[src/design/svgpd_pkg.sv]
// svgpd_pkg: shared types, constants and helpers for the variable-gain PD steering block.
// No dependencies; imported by svgpd_ctrl, svgpd_dpath and steering_variable_gain_pd.
package svgpd_pkg;

   // Port widths
   localparam int REQ_DATA_W = 32;
   localparam int REQ_USER_W = 4;
   localparam int RSP_DATA_W = 32;
   localparam int CSR_IDX_W  = 3;
   localparam int CSR_DATA_W = 16;
   localparam int Q_W        = 16;
   localparam int CMD_W      = 15;

   // Register indexes
   localparam logic [CSR_IDX_W-1:0] CSR_BASE_GAIN  = 3'd0;
   localparam logic [CSR_IDX_W-1:0] CSR_ERROR_GAIN = 3'd1;
   localparam logic [CSR_IDX_W-1:0] CSR_DERIV_GAIN = 3'd2;
   localparam logic [CSR_IDX_W-1:0] CSR_OUT_MAX    = 3'd3;
   localparam logic [CSR_IDX_W-1:0] CSR_OUT_MIN    = 3'd4;

   // Default gains (Q4.12): 0.4, 2.0, 0.1; also forced on straight track
   localparam logic [Q_W-1:0] DEF_BASE_GAIN  = 16'd1638;
   localparam logic [Q_W-1:0] DEF_ERROR_GAIN = 16'd8192;
   localparam logic [Q_W-1:0] DEF_DERIV_GAIN = 16'd410;
   localparam logic signed [Q_W-1:0] DEF_OUT_MAX = 16'sd32767;
   localparam logic signed [Q_W-1:0] DEF_OUT_MIN = -16'sd32768;

   // Straight-track cap 2.1 and final limit 3.5
   localparam logic signed [Q_W-1:0] STRAIGHT_CAP = 16'sd8602;
   localparam logic signed [Q_W-1:0] FINAL_LIMIT  = 16'sd14336;

   typedef enum logic [2:0] {
      ST_IDLE,
      ST_ERR,
      ST_MULG,
      ST_GAIN,
      ST_MULP,
      ST_FIN
   } svgpd_state_type;

   // Controller to datapath: one strobe per step
   typedef struct packed {
      logic capture;
      logic err;
      logic mulg;
      logic gain;
      logic mulp;
      logic fin;
   } svgpd_cmd_type;

   // Round a Q10.24 product to Q4.12 (nearest, ties up) and saturate to 16 bits
   function automatic logic signed [Q_W-1:0] rnd_sat(input logic signed [33:0] x);
      logic signed [34:0] y;
      logic signed [22:0] q;
      logic signed [Q_W-1:0] r;
      y = {x[33], x} + 35'sd2048;
      q = y[34:12];
      if (q > 23'sd32767) begin
         r = 16'sd32767;
      end else if (q < -23'sd32768) begin
         r = -16'sd32768;
      end else begin
         r = q[15:0];
      end
      return r;
   endfunction

endpackage

[src/design/svgpd_ctrl.sv]
// svgpd_ctrl: sequencer for one item, input and result handshakes.
// Depends on svgpd_pkg; drives svgpd_dpath by command strobes.
module svgpd_ctrl (
   input  logic                    clock,
   input  logic                    reset,
   input  logic                    req_tvalid,
   output logic                    req_tready,
   output logic                    rsp_tvalid,
   input  logic                    rsp_tready,
   output svgpd_pkg::svgpd_cmd_type cmd
);
   import svgpd_pkg::*;

   svgpd_state_type state_ff, state_in;
   logic            rsp_valid_ff, rsp_valid_in;
   logic            out_free;

   assign out_free   = !rsp_valid_ff || rsp_tready;
   assign rsp_tvalid = rsp_valid_ff;

   // Next state
   always_comb begin
      state_in = state_ff;
      unique case (state_ff)
         ST_IDLE: if (req_tvalid) state_in = ST_ERR;
         ST_ERR:  state_in = ST_MULG;
         ST_MULG: state_in = ST_GAIN;
         ST_GAIN: state_in = ST_MULP;
         ST_MULP: state_in = ST_FIN;
         ST_FIN:  if (out_free) state_in = ST_IDLE;
         default: state_in = ST_IDLE;
      endcase
   end

   // Outputs; no transfer is taken while reset is held
   always_comb begin
      cmd        = '0;
      req_tready = 1'b0;
      unique case (state_ff)
         ST_IDLE: begin
            req_tready  = !reset;
            cmd.capture = req_tvalid && !reset;
         end
         ST_ERR:  cmd.err  = 1'b1;
         ST_MULG: cmd.mulg = 1'b1;
         ST_GAIN: cmd.gain = 1'b1;
         ST_MULP: cmd.mulp = 1'b1;
         ST_FIN:  cmd.fin  = out_free;
         default: cmd = '0;
      endcase
   end

   always_comb begin
      rsp_valid_in = rsp_valid_ff;
      if (cmd.fin) begin
         rsp_valid_in = 1'b1;
      end else if (rsp_tready) begin
         rsp_valid_in = 1'b0;
      end
   end

   always_ff @(posedge clock) begin
      if (reset) begin
         state_ff     <= ST_IDLE;
         rsp_valid_ff <= 1'b0;
      end else begin
         state_ff     <= state_in;
         rsp_valid_ff <= rsp_valid_in;
      end
   end

   a_fin_free: assert property (@(posedge clock) disable iff (reset)
      cmd.fin |-> (!rsp_valid_ff || rsp_tready))
      else $error("result written over an untaken transfer");
   a_cap_seq: assert property (@(posedge clock) disable iff (reset)
      cmd.capture |=> cmd.err)
      else $error("captured item not processed");
   a_busy: assert property (@(posedge clock) disable iff (reset)
      (cmd.mulg || cmd.gain || cmd.mulp) |-> !req_tready)
      else $error("input taken mid-item");

endmodule

[config.mk]
export PLATFORM = sky130hd
export DESIGN_NAME = svgpd_ctrl
export DESIGN_NICKNAME = d
export VERILOG_FILES = /design/src/design/svgpd_pkg.sv /design/src/design/svgpd_ctrl.sv
export SDC_FILE = /design/constraint.sdc
export NUM_CORES = 1
export LEC_CHECK = 0
export ABC_AREA = 1
export BUFFER_PORTS_ARGS = -buffer_cell sky130_fd_sc_hd__buf_2
export CAP_MARGIN = 20
export CORE_AREA = 3 3 40 42
export CTS_CLUSTER_DIAMETER = 40
export CTS_CLUSTER_SIZE = 28
export DETAILED_ROUTE_END_ITERATION = 8
export DIE_AREA = 0 0 43 45
export SLEW_MARGIN = 0
export SYNTH_ARGS = -nofsm -noshare
export SYNTH_HDL_FRONTEND = slang
export SYNTH_SLANG_ARGS = --single-unit
[constraint.sdc]
create_clock -name clock -period 2.2 [get_ports clock]
set_input_delay 0.22 -clock clock [delete_from_list [all_inputs] [get_ports clock]]
set_output_delay 0.22 -clock clock [all_outputs]
set_load 0.01 [all_outputs]
# Word level (Yosys, flattened, before mapping)
# Cells that the tools add are included.
[totals]
regBits = 4
elab_cells = 28
out_inout_bits = 8
[classes]
eq_ne = 7
reduce_logical = 7
muxes = 12
[ops]
columns = ["cell", "count"]
rows = [
  ["one-hot mux 3 bit (6 select lines)", 1],
  ["2-to-1 mux 1 bit", 9],
  ["== test 3 x 2 -> 1 bit, second input constant", 2],
  ["== test 3 bit, second input constant", 2],
  ["2-to-1 mux 3 bit", 2],
  ["!= test 2 bit, second input constant", 2],
  ["== test 3 x 1 -> 1 bit, second input constant", 1],
  ["zero test 3 bit", 1],
  ["zero test 1 bit", 2],
  ["AND reduction 2 bit", 1],
  ["nonzero test 2 bit", 1],
  ["logical AND 1 bit", 1],
  ["logical OR 1 bit", 1],
]

# Logic depth before layout (Yosys ltp)
[depth]
ltp_word = 4
ltp_mapped = 5

# Least setup slack after synthesis
# No wires, ideal clock.
[synth_timing]
path_kind = "register to output"
start = "register state_ff[0]"
end = "output port cmd[5] (netlist name)"
n_path_buf = 0
arrival_time_ps = 850
stages_incl_launch_ff = 4
required_time_ps = 1980
setup_slack_ps = 1130
path_cell_list = "dfxtp_1 nor2_1 nand2_1 nor3_1"
[synth_lines]
columns = ["element", "line_no", "rtl"]
rows = [
  ["start: declaration", "svgpd_ctrl.sv:14", "svgpd_state_type state_ff, state_in;"],
  ["start signal: assignment", "svgpd_ctrl.sv:67", "state_ff <= state_in;"],
  ["end: declaration", "svgpd_ctrl.sv:10", "output svgpd_pkg::svgpd_cmd_type cmd"],
]

==> impl_metrics.json <==
{
  "outcome": "completed",
  "crit_arrival_ns": 1.14,
  "cts_sinks": 4,
  "hold_buffers": 0,
  "met2_length_um": 233,
  "clock_latency_ns": 0.23,
  "avgViaCountPerCell": 3.87,
  "synth_nets": 39,
  "synthArstFlopShare_pct": 0,
  "synth_ff_type": "dfxtp_1",
  "start_kind": "register",
  "yosysMostFrequentCell": "nor2_1",
  "synthCells": 35,
  "cap_violations": 0,
  "gp_congestion": 0.618,
  "clkSlewWorstSetupHoldPaths_ns": 0.04,
  "worstSetupPathType": "reg2out",
  "wire_per_inst_um": 7.35,
  "power_frac_clock_pct": 39.4,
  "drcViolationCount": 0,
  "rsz0062_at_grt": "no",
  "final_cells": 62,
  "syn_to_final_growth_pct": 37.6,
  "antenna_cells": 0,
  "die_h_um": 45,
  "synth-seq-cells": 4,
  "leakage_nw": 0.169,
  "finalCritPeriodShare_pct": 62.0,
  "wl_met1_um": 188,
  "yosysWarningCount": 0,
  "drive_gt1_share_pct": 34.0,
  "regToRegSetupSlack_ns": 1.25,
  "hold_depth": 2,
  "timing.fmax_mhz": 733,
  "reg2reg_to": "state_ff[2]",
  "synth_area_leader_cell": "dfxtp_1",
  "cts_buffers": 3,
  "timing.rr.start": "state_ff[2]",
  "worst_slew_pin_slew_ns": 0.297,
  "p_int_w": 0.000159,
  "synth.distinct_cells": 12,
  "grt_overflow": 0,
  "final_hold_viol_count": 0,
  "grt_use_total_pct": 5.33,
  "vdd_drop_max_v": 0.000184,
  "finalWirelength_um": 456,
  "synth.avg_cell_area_um2": 6.36,
  "seq_area_frac_synth_pct": 36.0,
  "pwr-share-comb_pct": 21.3,
  "post-cts-setup-buffer-count": 0,
  "cts_buffer_depth": 2,
  "yosys-top-cells-area": "dfxtp_1, nor2_1, a21oi_1",
  "dpl.hpwl_um": 380,
  "cts_max_level": 1,
  "io_pins": 12,
  "port_buffers": 11,
  "grt_pass1_wl_um": 731,
  "critical_path_required_ns": 1.98,
  "slew_violations": 0,
  "tns_ns": 0,
  "crit_fanout": 6,
  "grt_pass1_vias": 210,
  "cts_resized": 0,
  "max_slew_margin_pct": 80.2,
  "numPlacedInstances": 59,
  "syn_area_um2": 223,
  "die_area_um2": 1940,
  "antenna_found_initial": 0,
  "hold_path_end": "rsp_tvalid",
  "power_density_nw_per_um2": 717,
  "synth_edf_count": 0,
  "nets": 53,
  "yosysTopAreaCellShare_pct": 36.0,
  "synth_common_cells": "nor2_1, inv_1, nand2_1",
  "first_pass_iters": 4,
  "p_sw_w": 0.0000611,
  "min_path_type": "in2reg",
  "ant_nets": 0,
  "cts_tree": "yes",
  "die-width_um": 43,
  "fin_skew_ns": 0.00134,
  "reg2regPathDepth": 4,
  "setup_viol": 0,
  "clock-root-buffer": "clkbuf_4",
  "power_frac_seq_pct": 39.3,
  "critPathCaptureType": "output port",
  "fin_crit_ns": 1.36,
  "via_count": 240,
  "initialDrtViolationCount": 3,
  "grt_max_degree": 9,
  "initial_core_util_pct": 17.3,
  "wl_met3_um": 34,
  "core_region_area_um2": 1280,
  "min_from": "reset",
  "topRoutingLayerUsed": "met3",
  "netSwitchingFraction_pct": 27.8,
  "rows": 13
}
-- cell type report --
type | instances | area [µm²]
fillers | 155 | 978
inverters | 5 | 18.8
clock buffers | 3 | 22.5
flip-flops and latches | 4 | 80.1
repair buffers | 11 | 55.1
multi-input cells | 24 | 111
well taps | 15 | 18.8
-- flip-flops by register name, summed over array words and instances, names as in the netlist --
name        cells
state_ff        3
rsp_tvalid      1
-- kinds of logic after synthesis --
logic type,after synthesis,share of synthesized area [%]
DFF,4,36.0
and+or+nand+nor,19,38.8
buffers and inverters,7,14.0
AOI/OAI and AO/OA,5,11.2
-- metrics by stage --
step	setup WS (ns)	utilization [%]	instance area, µm²	hold WS [ns]	total power, W
final	0.835	23.9	307	0.229	0.000220
after global routing	0.680	23.9	307	0.236	0.000239
after CTS	0.826	23.9	307	0.223	0.000225
after detailed placement	1.08	22.1	284	0.466	0.000135
after global placement	1.10	22.1	284	0.464	0.000134
after floorplan	1.13	-	223	0.289	0.000118
-- worst max path at each step --
stage	start	to	slack, ns	depth (start not counted)
3_3_place_gp	state_ff[0]	cmd[5]	1.10	4
6_report	state_ff[0]	cmd[5]	0.84	4
5_1_grt	state_ff[0]	cmd[5]	0.68	4
3_5_place_dp	state_ff[0]	cmd[5]	1.08	4
4_1_cts	state_ff[0]	cmd[5]	0.83	4
2_1_floorplan	state_ff[0]	cmd[5]	1.13	3
-- power by group through the flow --
stage,combinational (W),sequential (W),clock (W)
after CTS,0.0000475,0.0000863,0.0000912
after floorplan,0.0000330,0.0000848,0
after global routing,0.0000531,0.0000879,0.0000984
after detailed placement,0.0000472,0.0000874,0
after global placement,0.0000467,0.0000875,0
final,0.0000468,0.0000863,0.0000866
-- metal layers --
layer / vias up / global-route usage (%)
met5: - / 0
met4: 0 / 3.61
met3: 0 / 3.59
met2: 5 / 8.38
met1: 102 / 5.06
li1: 133 / -
-- critical path, cell delays in order, from the launching register on --
cell and delay [ns]:
dfxtp_1 0.35, nor2_1 0.19, nand2_1 0.09, nor3_1 0.12
buf_2 0.15
-- cell usage in the layout, fill, tap and decap left out, drive strengths merged --
master,synthesis,layout
dfxtp,4,4
nor2,10,10
buf,1,11
nand2,5,5
clkbuf,1,3
inv,5,5
nor3,2,2
a21oi,4,4
o21ai,1,1
nand3,2,2
Note: power is estimated with default switching activity, not from simulation.
